File: src/lst_pkg.sv
`default_nettype none
package lst_pkg;
    localparam int HistoryDepth = 64;
    localparam int RingAw = $clog2(HistoryDepth);
    localparam int FillW = RingAw + 1;
    localparam logic [20:0] RttCap = 21'd2000000;
    localparam logic [31:0] CountCap = 32'hFFFF_FFFF;
    localparam logic [5:0] WindowCap = 6'd32;
    localparam logic [5:0] WindowReset = 6'd30;
    localparam logic [3:0] BarTop = 4'd7;
    localparam logic [3:0] BarTimeout = 4'd8;

    typedef struct packed {
        logic [31:0] sent;
        logic [31:0] received;
        logic [20:0] vmin;
        logic [20:0] avg;
        logic [20:0] vmax;
        logic [20:0] jit;
        logic [9:0]  loss;
    } stats_t;

    typedef struct packed {
        logic [3:0] level;
        logic       last;
    } bar_t;

    // unsigned restoring divider request
    typedef struct packed {
        logic        start;
        logic [63:0] num;
        logic [31:0] den;
    } div_req_t;

    typedef struct packed {
        logic        done;
        logic [63:0] quo;
    } div_rsp_t;
endpackage
`default_nettype wire

File: src/lst_div.sv
`default_nettype none
module lst_div (
    input  wire logic            aclk,
    input  wire logic            aresetn,
    input  wire lst_pkg::div_req_t req,
    output lst_pkg::div_rsp_t    rsp
);
    import lst_pkg::*;

    logic [63:0] quo_reg;
    logic [31:0] rem_reg;
    logic [31:0] den_reg;
    logic [6:0]  cnt_reg;
    logic        busy_reg;
    logic        done_reg;
    logic [32:0] shifted;
    logic [32:0] diff;

    assign shifted = {rem_reg, quo_reg[63]};
    assign diff    = shifted - {1'b0, den_reg};

    always_ff @(posedge aclk) begin
        if (!aresetn) begin
            busy_reg <= 1'b0;
            done_reg <= 1'b0;
            cnt_reg  <= '0;
        end else begin
            done_reg <= 1'b0;
            if (req.start) begin
                busy_reg <= 1'b1;
                quo_reg  <= req.num;
                rem_reg  <= '0;
                den_reg  <= req.den;
                cnt_reg  <= 7'd64;
            end else if (busy_reg) begin
                if (!diff[32]) begin
                    rem_reg <= diff[31:0];
                    quo_reg <= {quo_reg[62:0], 1'b1};
                end else begin
                    rem_reg <= shifted[31:0];
                    quo_reg <= {quo_reg[62:0], 1'b0};
                end
                cnt_reg <= cnt_reg - 7'd1;
                if (cnt_reg == 7'd1) begin
                    busy_reg <= 1'b0;
                    done_reg <= 1'b1;
                end
            end
        end
    end

    assign rsp = {done_reg, quo_reg};

`ifndef SYNTHESIS
    a_done_pulse: assert property (@(posedge aclk) disable iff (!aresetn)
        done_reg |=> !done_reg) else $error("divider done not a pulse");
    a_start_idle: assert property (@(posedge aclk) disable iff (!aresetn)
        req.start |=> busy_reg) else $error("divider did not start");
    a_cnt_busy: assert property (@(posedge aclk) disable iff (!aresetn)
        busy_reg |-> cnt_reg != 7'd0) else $error("divider count ran out");
`endif
endmodule
`default_nettype wire

File: src/lst_ring.sv
`default_nettype none
module lst_ring (
    input  wire logic                      aclk,
    input  wire logic                      we,
    input  wire logic [lst_pkg::RingAw-1:0] waddr,
    input  wire logic [21:0]               wdata,
    input  wire logic [lst_pkg::RingAw-1:0] raddr,
    output logic [21:0]                    rdata
);
    import lst_pkg::*;

    logic [21:0] mem [HistoryDepth];

    always_ff @(posedge aclk) begin
        if (we) begin
            mem[waddr] <= wdata;
        end
        rdata <= mem[raddr];
    end
endmodule
`default_nettype wire

File: src/latency_stats_tracker.sv
`default_nettype none
// Latency statistics tracker.
// s_axis: one probe outcome per transaction. s_axis_tdata[0] is timed_out,
//   s_axis_tdata[21:1] is rtt_us in microseconds.
// m_axis: a run of transactions per probe, one per recent bar, oldest first;
//   m_axis_tlast marks the newest bar. m_axis_tdata carries the running
//   statistics, m_axis_tuser the bar level (8 = timeout).
// cfg_we/cfg_wdata: bar window, 1..32 (0 acts as 1, above 32 as 32).
// One probe is processed at a time. Per probe: an update state,
//   three sequential divisions (issue, 64 steps, handoff) for
//   average, jitter and loss on one shared restoring divider, one ring read
//   pass for the window maximum, then one emit pass through read, multiply,
//   level and output per bar, output holding until m_axis_tready
//   is high. bars = min(probes so far, window).
// A receiver stall holds the current bar; the ring read waits with it.
// Reset (aresetn low, synchronous) clears counters, totals, min and max (not avg,
//   jitter, loss); the ring contents need no clearing since only written entries are used.
module latency_stats_tracker (
    input  wire logic        aclk,
    input  wire logic        aresetn,
    input  wire logic        cfg_we,
    input  wire logic [5:0]  cfg_wdata,
    input  wire logic        s_axis_tvalid,
    output logic             s_axis_tready,
    input  wire logic [23:0] s_axis_tdata,  // timed_out, rtt_us[20:0], pad
    output logic             m_axis_tvalid,
    input  wire logic        m_axis_tready,
    output logic [159:0]     m_axis_tdata,  // sent, received, min, avg, max, jitter, loss, pad
    output logic [3:0]       m_axis_tuser,  // bar_level
    output logic             m_axis_tlast
);
    import lst_pkg::*;

    typedef enum logic [3:0] {
        S_IDLE, S_UPD, S_DAVG, S_WAVG, S_DJIT, S_WJIT, S_DLOSS, S_WLOSS,
        S_SCAN, S_RD, S_MUL, S_LVL, S_OUT
    } state_t;

    state_t state_reg;
    logic [5:0]  win_reg;
    logic [RingAw-1:0] wpos_reg;
    logic [FillW-1:0]  fill_reg;
    logic [20:0] min_reg, max_reg, prev_reg;
    logic        prev_v_reg;
    logic [63:0] rtt_tot_reg, jit_tot_reg;
    logic [31:0] sent_reg, recv_reg;
    logic        in_to_reg;
    logic [20:0] in_rtt_reg;
    logic [20:0] avg_reg, jit_reg;
    logic [9:0]  loss_reg;
    logic [5:0]  shown_reg, idx_reg;
    logic [20:0] wmax_reg;
    logic        scan_v_reg;
    logic [23:0] prod_reg;
    logic        e_to_reg;
    logic [3:0]  lvl_reg;
    logic        last_reg;
    logic        out_v_reg;

    logic            ring_we;
    logic [RingAw-1:0] ring_raddr;
    logic [21:0]     ring_rdata;
    div_req_t        dreq;
    div_rsp_t        drsp;

    lst_ring u_ring (
        .aclk (aclk), .we (ring_we), .waddr (wpos_reg),
        .wdata ({in_to_reg, in_to_reg ? 21'd0 : in_rtt_reg}),
        .raddr (ring_raddr), .rdata (ring_rdata)
    );

    lst_div u_div (.aclk (aclk), .aresetn (aresetn), .req (dreq), .rsp (drsp));

    logic [5:0] win_eff;
    logic [FillW-1:0] fill_p1;
    logic [20:0] rtt_sat;
    logic [20:0] adiff;
    logic [RingAw-1:0] base_addr;
    logic [23:0] wmax7;
    logic [23:0] wmax_ext;

    always_comb begin
        win_eff = win_reg;
        if (win_eff == 6'd0) win_eff = 6'd1;
        if (win_eff > WindowCap) win_eff = WindowCap;
        fill_p1 = fill_reg;
        rtt_sat = s_axis_tdata[21:1] > RttCap ? RttCap : s_axis_tdata[21:1];
        adiff = in_rtt_reg > prev_reg ? in_rtt_reg - prev_reg : prev_reg - in_rtt_reg;
        base_addr = wpos_reg - RingAw'(shown_reg);
        ring_raddr = base_addr + RingAw'(idx_reg);
        wmax_ext = {3'd0, wmax_reg};
        wmax7 = {wmax_reg, 3'd0} - wmax_ext;
        ring_we = (state_reg == S_UPD);
        dreq = '0;
        case (state_reg)
            S_DAVG: begin
                dreq.start = 1'b1; dreq.num = rtt_tot_reg; dreq.den = recv_reg;
            end
            S_DJIT: begin
                dreq.start = 1'b1; dreq.num = jit_tot_reg; dreq.den = recv_reg - 32'd1;
            end
            S_DLOSS: begin
                dreq.start = 1'b1;
                dreq.num = 64'(sent_reg - recv_reg) * 64'd1000;
                dreq.den = sent_reg;
            end
            default: ;
        endcase
    end

    logic [63:0] q_sat;
    assign q_sat = drsp.quo > 64'(RttCap) ? 64'(RttCap) : drsp.quo;

    // level = floor(s*7/wmax) via compare against k*wmax, k = 1..7
    logic [3:0] lvl_calc;
    always_comb begin
        lvl_calc = 4'd0;
        for (int k = 1; k <= 7; k++) begin
            if (prod_reg >= 24'(k) * wmax_ext) lvl_calc = 4'(k);
        end
    end

    always_ff @(posedge aclk) begin
        if (!aresetn) begin
            state_reg <= S_IDLE;
            win_reg <= WindowReset;
            wpos_reg <= '0;
            fill_reg <= '0;
            min_reg <= '1;
            max_reg <= '0;
            prev_reg <= '0;
            prev_v_reg <= 1'b0;
            rtt_tot_reg <= '0;
            jit_tot_reg <= '0;
            sent_reg <= '0;
            recv_reg <= '0;
            out_v_reg <= 1'b0;
        end else begin
            if (cfg_we) win_reg <= cfg_wdata;
            unique case (state_reg)
                S_IDLE: begin
                    if (s_axis_tvalid) begin
                        in_to_reg <= s_axis_tdata[0];
                        in_rtt_reg <= rtt_sat;
                        state_reg <= S_UPD;
                    end
                end
                S_UPD: begin
                    wpos_reg <= wpos_reg + RingAw'(1);
                    if (fill_reg != FillW'(HistoryDepth)) fill_reg <= fill_p1 + FillW'(1);
                    if (sent_reg != CountCap) sent_reg <= sent_reg + 32'd1;
                    if (!in_to_reg) begin
                        if (recv_reg != CountCap) begin
                            recv_reg <= recv_reg + 32'd1;
                            rtt_tot_reg <= rtt_tot_reg + 64'(in_rtt_reg);
                            if (prev_v_reg) jit_tot_reg <= jit_tot_reg + 64'(adiff);
                        end
                        if (in_rtt_reg < min_reg) min_reg <= in_rtt_reg;
                        if (in_rtt_reg > max_reg) max_reg <= in_rtt_reg;
                        prev_reg <= in_rtt_reg;
                        prev_v_reg <= 1'b1;
                    end
                    shown_reg <= (fill_reg + FillW'(1)) < FillW'(win_eff)
                        ? 6'(fill_reg + FillW'(1)) : win_eff;
                    state_reg <= S_DAVG;
                end
                S_DAVG: state_reg <= S_WAVG;
                S_WAVG: if (drsp.done) begin
                    avg_reg <= recv_reg != 32'd0 ? q_sat[20:0] : 21'd0;
                    state_reg <= S_DJIT;
                end
                S_DJIT: state_reg <= S_WJIT;
                S_WJIT: if (drsp.done) begin
                    jit_reg <= recv_reg > 32'd1 ? q_sat[20:0] : 21'd0;
                    state_reg <= S_DLOSS;
                end
                S_DLOSS: state_reg <= S_WLOSS;
                S_WLOSS: if (drsp.done) begin
                    loss_reg <= drsp.quo[9:0];
                    idx_reg <= '0;
                    wmax_reg <= '0;
                    scan_v_reg <= 1'b0;
                    state_reg <= S_SCAN;
                end
                S_SCAN: begin
                    if (scan_v_reg && !ring_rdata[21] && ring_rdata[20:0] > wmax_reg)
                        wmax_reg <= ring_rdata[20:0];
                    if (idx_reg == shown_reg) begin
                        idx_reg <= '0;
                        state_reg <= S_RD;
                    end else begin
                        idx_reg <= idx_reg + 6'd1;
                        scan_v_reg <= 1'b1;
                    end
                end
                S_RD: begin
                    if (wmax_reg == 21'd0) wmax_reg <= 21'd1;
                    state_reg <= S_MUL;
                end
                S_MUL: begin
                    e_to_reg <= ring_rdata[21];
                    prod_reg <= {ring_rdata[20:0], 3'd0} - {3'd0, ring_rdata[20:0]};
                    state_reg <= S_LVL;
                end
                S_LVL: begin
                    lvl_reg <= e_to_reg ? BarTimeout
                        : (prod_reg >= wmax7 ? BarTop : lvl_calc);
                    last_reg <= (idx_reg + 6'd1) == shown_reg;
                    out_v_reg <= 1'b1;
                    state_reg <= S_OUT;
                end
                S_OUT: begin
                    if (m_axis_tready) begin
                        out_v_reg <= 1'b0;
                        if (last_reg) begin
                            state_reg <= S_IDLE;
                        end else begin
                            idx_reg <= idx_reg + 6'd1;
                            state_reg <= S_RD;
                        end
                    end
                end
                default: state_reg <= S_IDLE;
            endcase
        end
    end

    assign s_axis_tready = (state_reg == S_IDLE);
    assign m_axis_tvalid = out_v_reg;
    assign m_axis_tuser  = lvl_reg;
    assign m_axis_tlast  = last_reg;
    assign m_axis_tdata  = {2'd0, loss_reg, jit_reg, max_reg, avg_reg,
                            recv_reg != 32'd0 ? min_reg : 21'd0, recv_reg, sent_reg};

`ifndef SYNTHESIS
    a_ready_out: assert property (@(posedge aclk) disable iff (!aresetn)
        !(s_axis_tready && m_axis_tvalid)) else $error("accepting while emitting");
    a_recv_le_sent: assert property (@(posedge aclk) disable iff (!aresetn)
        recv_reg <= sent_reg) else $error("received exceeds sent");
    a_shown_ok: assert property (@(posedge aclk) disable iff (!aresetn)
        m_axis_tvalid |-> (shown_reg != 6'd0 && idx_reg < shown_reg))
        else $error("bar index out of window");
    a_hold: assert property (@(posedge aclk) disable iff (!aresetn)
        m_axis_tvalid && !m_axis_tready |=> m_axis_tvalid && $stable(m_axis_tuser))
        else $error("bar changed under stall");
`endif
endmodule
`default_nettype wire

File: config.mk
export PLATFORM = sky130hd
export DESIGN_NAME = latency_stats_tracker
export DESIGN_NICKNAME = d
export VERILOG_FILES = /design/src/lst_pkg.sv /design/src/lst_div.sv /design/src/lst_ring.sv /design/src/latency_stats_tracker.sv
export SDC_FILE = /design/constraint.sdc
export NUM_CORES = 2
export LEC_CHECK = 0
export ABC_AREA = 1
export BUFFER_PORTS_ARGS = -buffer_cell sky130_fd_sc_hd__buf_2
export CORE_ASPECT_RATIO = 0.75
export CORE_UTILIZATION = 35
export DETAILED_ROUTE_END_ITERATION = 12
export HOLD_SLACK_MARGIN = 0.15
export PLACE_DENSITY_LB_ADDON = 0.3
export SLEW_MARGIN = 20
export SYNTH_ARGS = -nofsm -noshare
export SYNTH_HDL_FRONTEND = slang
export SYNTH_SLANG_ARGS = --single-unit
File: constraint.sdc
create_clock -name aclk -period 16.6 [get_ports aclk]
set_input_delay 2.49 -clock aclk [delete_from_list [all_inputs] [get_ports aclk]]
set_output_delay 2.49 -clock aclk [all_outputs]
set_load 0.05 [all_outputs]
Yosys cells after proc, flatten, opt, wreduce, memory -nomap -nowiden --
Memories as Yosys holds them, arrays and structs flattened. A register that Yosys moved wholly into a read port is not among the register bits. Index checks and enable logic that the tools add are counted.
Word-level totals: flip-flop bits (word level) 555, bits in latches 0, memory bits (writable) 1408, memory bits (read-only) 0, input port bits 35, memories 1
Operators by class: add/subtract/negate cells 17, multiply operators 5, div/mod/pow operators 0, $lt $le $gt $ge 17, eq/ne operators 28, shift-type cells 0, muxes and demuxes 51, bitwise gates (word level) 3, reductions and logical operators 35
Memories:
- u_ring.mem | words 64, bits a word 22, rd ports 1, clocked after Yosys merged registers in 1, wr ports 1, line lst_ring.sv:12 | logic [21:0] mem [HistoryDepth];
Operators by type and width (count):
- $pmux 97 s3 | 1
- $mux 21 | 7
- $add 64x21->64 | 2
- $mux 64 | 2
- $ge 24x24->1 | 4
- $add 32x1->32 const B | 2
- $gt 64x21->1 const B | 1
- $mul 64x7->61 const B | 1
- $mux 32 | 2
- $ne 32x32->1 const B | 2
- $gt 21x21->1 | 3
- $pmux 21 s3 | 1
- $mux 4 | 14
- $pmux 4 s13 | 1
- $ge 24x23->1 | 2
- $mul 3x21->24 const A | 2
- $sub 24x21->24 | 2
- $mul 2x21->23 const A | 2
- $mux 6 | 7
- $sub 21x21->21 | 2
- $sub 32x32->33 | 1
- $sub 33x32->33 | 1
- $gt 32x1->1 const B | 1
- $reduce_bool 32->1 | 1
- other kinds (40) | 92

Longest topological paths before layout --
depth in word-level cells 9, mapped depth 40, mapped depth without buffers 40

Cells and area by module --
From an unflattened synthesis, not the netlist that was laid out.
Unflattened totals: cells, all modules 12163, area total of the unflattened synthesis 110319.6 um^2
By module, submodules not included:
- lst_ring | instances 1, cells an instance 4817, area an instance 57331.2 um^2
- latency_stats_tracker | instances 1, cells an instance 6237, area an instance 44475.2 um^2
- lst_div | instances 1, cells an instance 1109, area an instance 8513.2 um^2

Worst setup path after synthesis --
Ideal clock, no wire load.
path type input -> register, start point in aresetn, end point reg u_div.quo_reg[0], enable pin, library setup time 0.683 ns, arrival 9.496 ns, data required time 15.917 ns, slack 6.421 ns, cell stages on the path 3, cell sequence inv_2 clkbuf_1 o21ai_0
Between the ends: word-level cells in the longest chain between the ends 1
Ends and longest elaborated chain:
- start, declared | line latency_stats_tracker.sv:20 | input wire logic aresetn,
- $reduce_and 2->1 (no source line)
- end signal, assigned | line lst_div.sv:31 | quo_reg <= req.num;
- end signal, assigned | line lst_div.sv:38 | quo_reg <= {quo_reg[62:0], 1'b1};
- end signal, assigned | line lst_div.sv:41 | quo_reg <= {quo_reg[62:0], 1'b0};
- end, declared | line lst_div.sv:10 | logic [63:0] quo_reg;
No other way between the ends. A chain may end at the register's enable or synchronous reset.

Worst setup path after layout --
start point reg recv_reg[2], end point reg u_div.quo_reg[46] (data pin)
Between the ends: word-level cells in the longest chain between the ends 4
Ends and longest elaborated chain:
- start, declared | line latency_stats_tracker.sv:46 | logic [31:0] sent_reg, recv_reg;
- start signal, assigned | line latency_stats_tracker.sv:154 | recv_reg <= recv_reg + 32'd1;
- $sub 32x32->33 | line latency_stats_tracker.sv:104 | dreq.num = 64'(sent_reg - recv_reg) * 64'd1000;
- $mul 64x7->61 | line latency_stats_tracker.sv:104
- $pmux 97 s3 | line latency_stats_tracker.sv:95 | case (state_reg)
- $mux 64 | line lst_div.sv:29 | if (req.start) begin
No other way between the ends.

==> impl_metrics.env <==
export IMPL_status="complete, no violations"
export IMPL_grt_pass1_vias=76179
export IMPL_dieArea_um2=303900
export IMPL_viasPerCell=5.433
export IMPL_synth_top_flop_cell="edfxtp_1"
export IMPL_gr_usage_all_layers_pct=21.02
export IMPL_crit_family="adder cells"
export IMPL_pre_cts_slack_ns=8.608
export IMPL_tns_ns=0
export IMPL_die_x_um=636.2
export IMPL_cts_root_buffer="clkbuf_16"
export IMPL_end_kind="register"
export IMPL_crit_required_ns=17.12
export IMPL_cp_common_cell="nand2_1"
export IMPL_wl_per_cell_um=21.86
export IMPL_cts_resized=0
export IMPL_min_path_type="register to register"
export IMPL_core_area_um2=299800
export IMPL_wl_met2_mm=131.8
export IMPL_first_pass_iters=6
export IMPL_slew_violations=0
export IMPL_nets=11737
export IMPL_grt_pass1_wl_mm=490.5
export IMPL_ant_nets=0
export IMPL_final_cell_mix="edfxtp_1, nand2_1, nor2_1"
export IMPL_netlist_area_um2=105600
export IMPL_critPathMaxStageDelay_ns=0.63
export IMPL_gp_congestion=0.9313
export IMPL_ys_seq_area_share_pct=53.50
export IMPL_antenna_found_initial=12
export IMPL_drt_total_wl_mm=329.6
export IMPL_met3WireLength_mm=29.72
export IMPL_critPathSlowestCell="xor2_1"
export IMPL_drive_above_1_share_pct=7.679
export IMPL_rsz0062_at_grt="false"
export IMPL_layout_commonest_cell="edfxtp_1"
export IMPL_synth_seq_cells=1985
export IMPL_cts_buffers=196
export IMPL_worstSetupPathType="register to register"
export IMPL_initial_utilization_pct=35.22
export IMPL_cts_max_path_buffers=4
export IMPL_worst_pin_slew_ns=1.264
export IMPL_skew_ns=0.1531
export IMPL_wl_met1_mm=161.5
export IMPL_post_route_min_period_ns=8.046
export IMPL_htree_num_levels=4
export IMPL_startpoint_type="register"
export IMPL_crit_buf_inv=7
export IMPL_drt_iter0_drc=9004
export IMPL_max_flop_register="u_ring.mem"
export IMPL_place_inst=14731
export IMPL_avgSynthCellArea_um2=9.751
export IMPL_async_flop_share_pct=0
export IMPL_synth_cell_types=73
export IMPL_drc_errors=0
export IMPL_crit_arrival_ns=8.56
export IMPL_dr_max_layer_used="met4"
export IMPL_syn2layout_area_growth_pct=11.77
export IMPL_grt_max_degree=217
export IMPL_setup_viol=0
export IMPL_die_y_um=477.7
export IMPL_rows=174
export IMPL_period_share_pct=48.47
export IMPL_clk_latency_ns=0.93
export IMPL_synthCells=10829
export IMPL_postCtsSetupBuffers=0
export IMPL_relSlewSlack_pct=15.23
export IMPL_largest_reg_flops=1408
export IMPL_cts_hold_buf=0
export IMPL_port_buffers=197
export IMPL_pin_count=202
export IMPL_yosysWarnings=0
export IMPL_cts_tree="done"
export IMPL_cts_sinks=1985
export IMPL_gr_total_overflow=0
export IMPL_vias=81950
export IMPL_synth_edf_count=1674
export IMPL_max_cap_viol_count=0
export IMPL_fmax_mhz=124.3
export IMPL_setup_slack_ns=8.554
export IMPL_clkTransAtPathRegs_ns=0.07
export IMPL_dp_hpwl_mm=218.1
export IMPL_final_cells=15083
export IMPL_crit_fanout=9
export IMPL_finalHoldViolCount=0
-- stage by stage --
| stage | hold slack (ns) | util (%) | cell area (µm²) |
|---|---|---|---|
| final | 0.4498 | 39.37 | 118000 |
| after global placement | 0.4307 | 37.28 | 111800 |
| after floorplan | 0.4089 | - | 105600 |
| after CTS | 0.4512 | 39.36 | 118000 |
| after detailed placement | 0.4346 | 37.29 | 111800 |
| after global routing | 0.4624 | 39.37 | 118000 |
-- area by class of cell --
type	instances	area (µm²)
inverters	1026	3879
repair buffers	378	2439
flip-flops and latches	1985	56490
multi-input cells	7382	44030
clock inverters	94	985.9
clock buffers	256	5243
fillers	29450	181800
diodes	2	5.005
well taps	3960	4955
-- cell families (layout without fill, tap and decap cells) --
kind of cell | count (synthesis) | in the layout | share of synthesized area, %
fa+ha+maj | 733 | 733 | 9.674
simple gates | 3654 | 3654 | 14.43
other cells | 1 | 4 | 0.003551
compound gates | 2709 | 2709 | 14.72
xor+xnor | 278 | 278 | 2.313
buf+inv | 1463 | 1754 | 5.294
mux | 6 | 6 | 0.05688
flops | 1985 | 1985 | 53.50
-- cells in the mapped netlist, types with 99 or more instances --
library cell	count	share of area (%)
edfxtp_1	1674	48
fa_1	139	2.6
nor3_1	173	0.82
inv_1	1006	3.6
o22ai_1	176	1.0
a21oi_1	790	3.7
o221ai_1	228	1.9
nand4_1	115	0.68
clkbuf_1	358	1.3
nand3_1	349	1.7
dfxtp_1	311	5.9
nand2_1	1438	5.1
o21ai_0	1140	5.4
ha_1	594	7.0
nor2_1	1411	5.0
xnor2_1	99	0.82
xor2_1	178	1.5
-- layer usage --
layer | GRT usage (%) | up-vias
met3 | 3.936 | 362
met4 | 4.313 | 0
met2 | 29.30 | 3086
met1 | 33.29 | 39866
met5 | 0 | -
li1 | - | 38636
-- worst paths after layout --
kind / start / to / slack (ns) / cells after the start
min: u_div.quo_reg[9] / loss_reg[9] / 0.45 / 0
max reg2reg: recv_reg[2] / u_div.quo_reg[46] / 8.55 / 34
min reg2reg: u_div.quo_reg[9] / loss_reg[9] / 0.45 / 0
max: recv_reg[2] / u_div.quo_reg[46] / 8.55 / 34
Power is left out: the tool's default activity adds up to more than one toggle a clock period on the data nets, which glitch-free logic cannot reach.
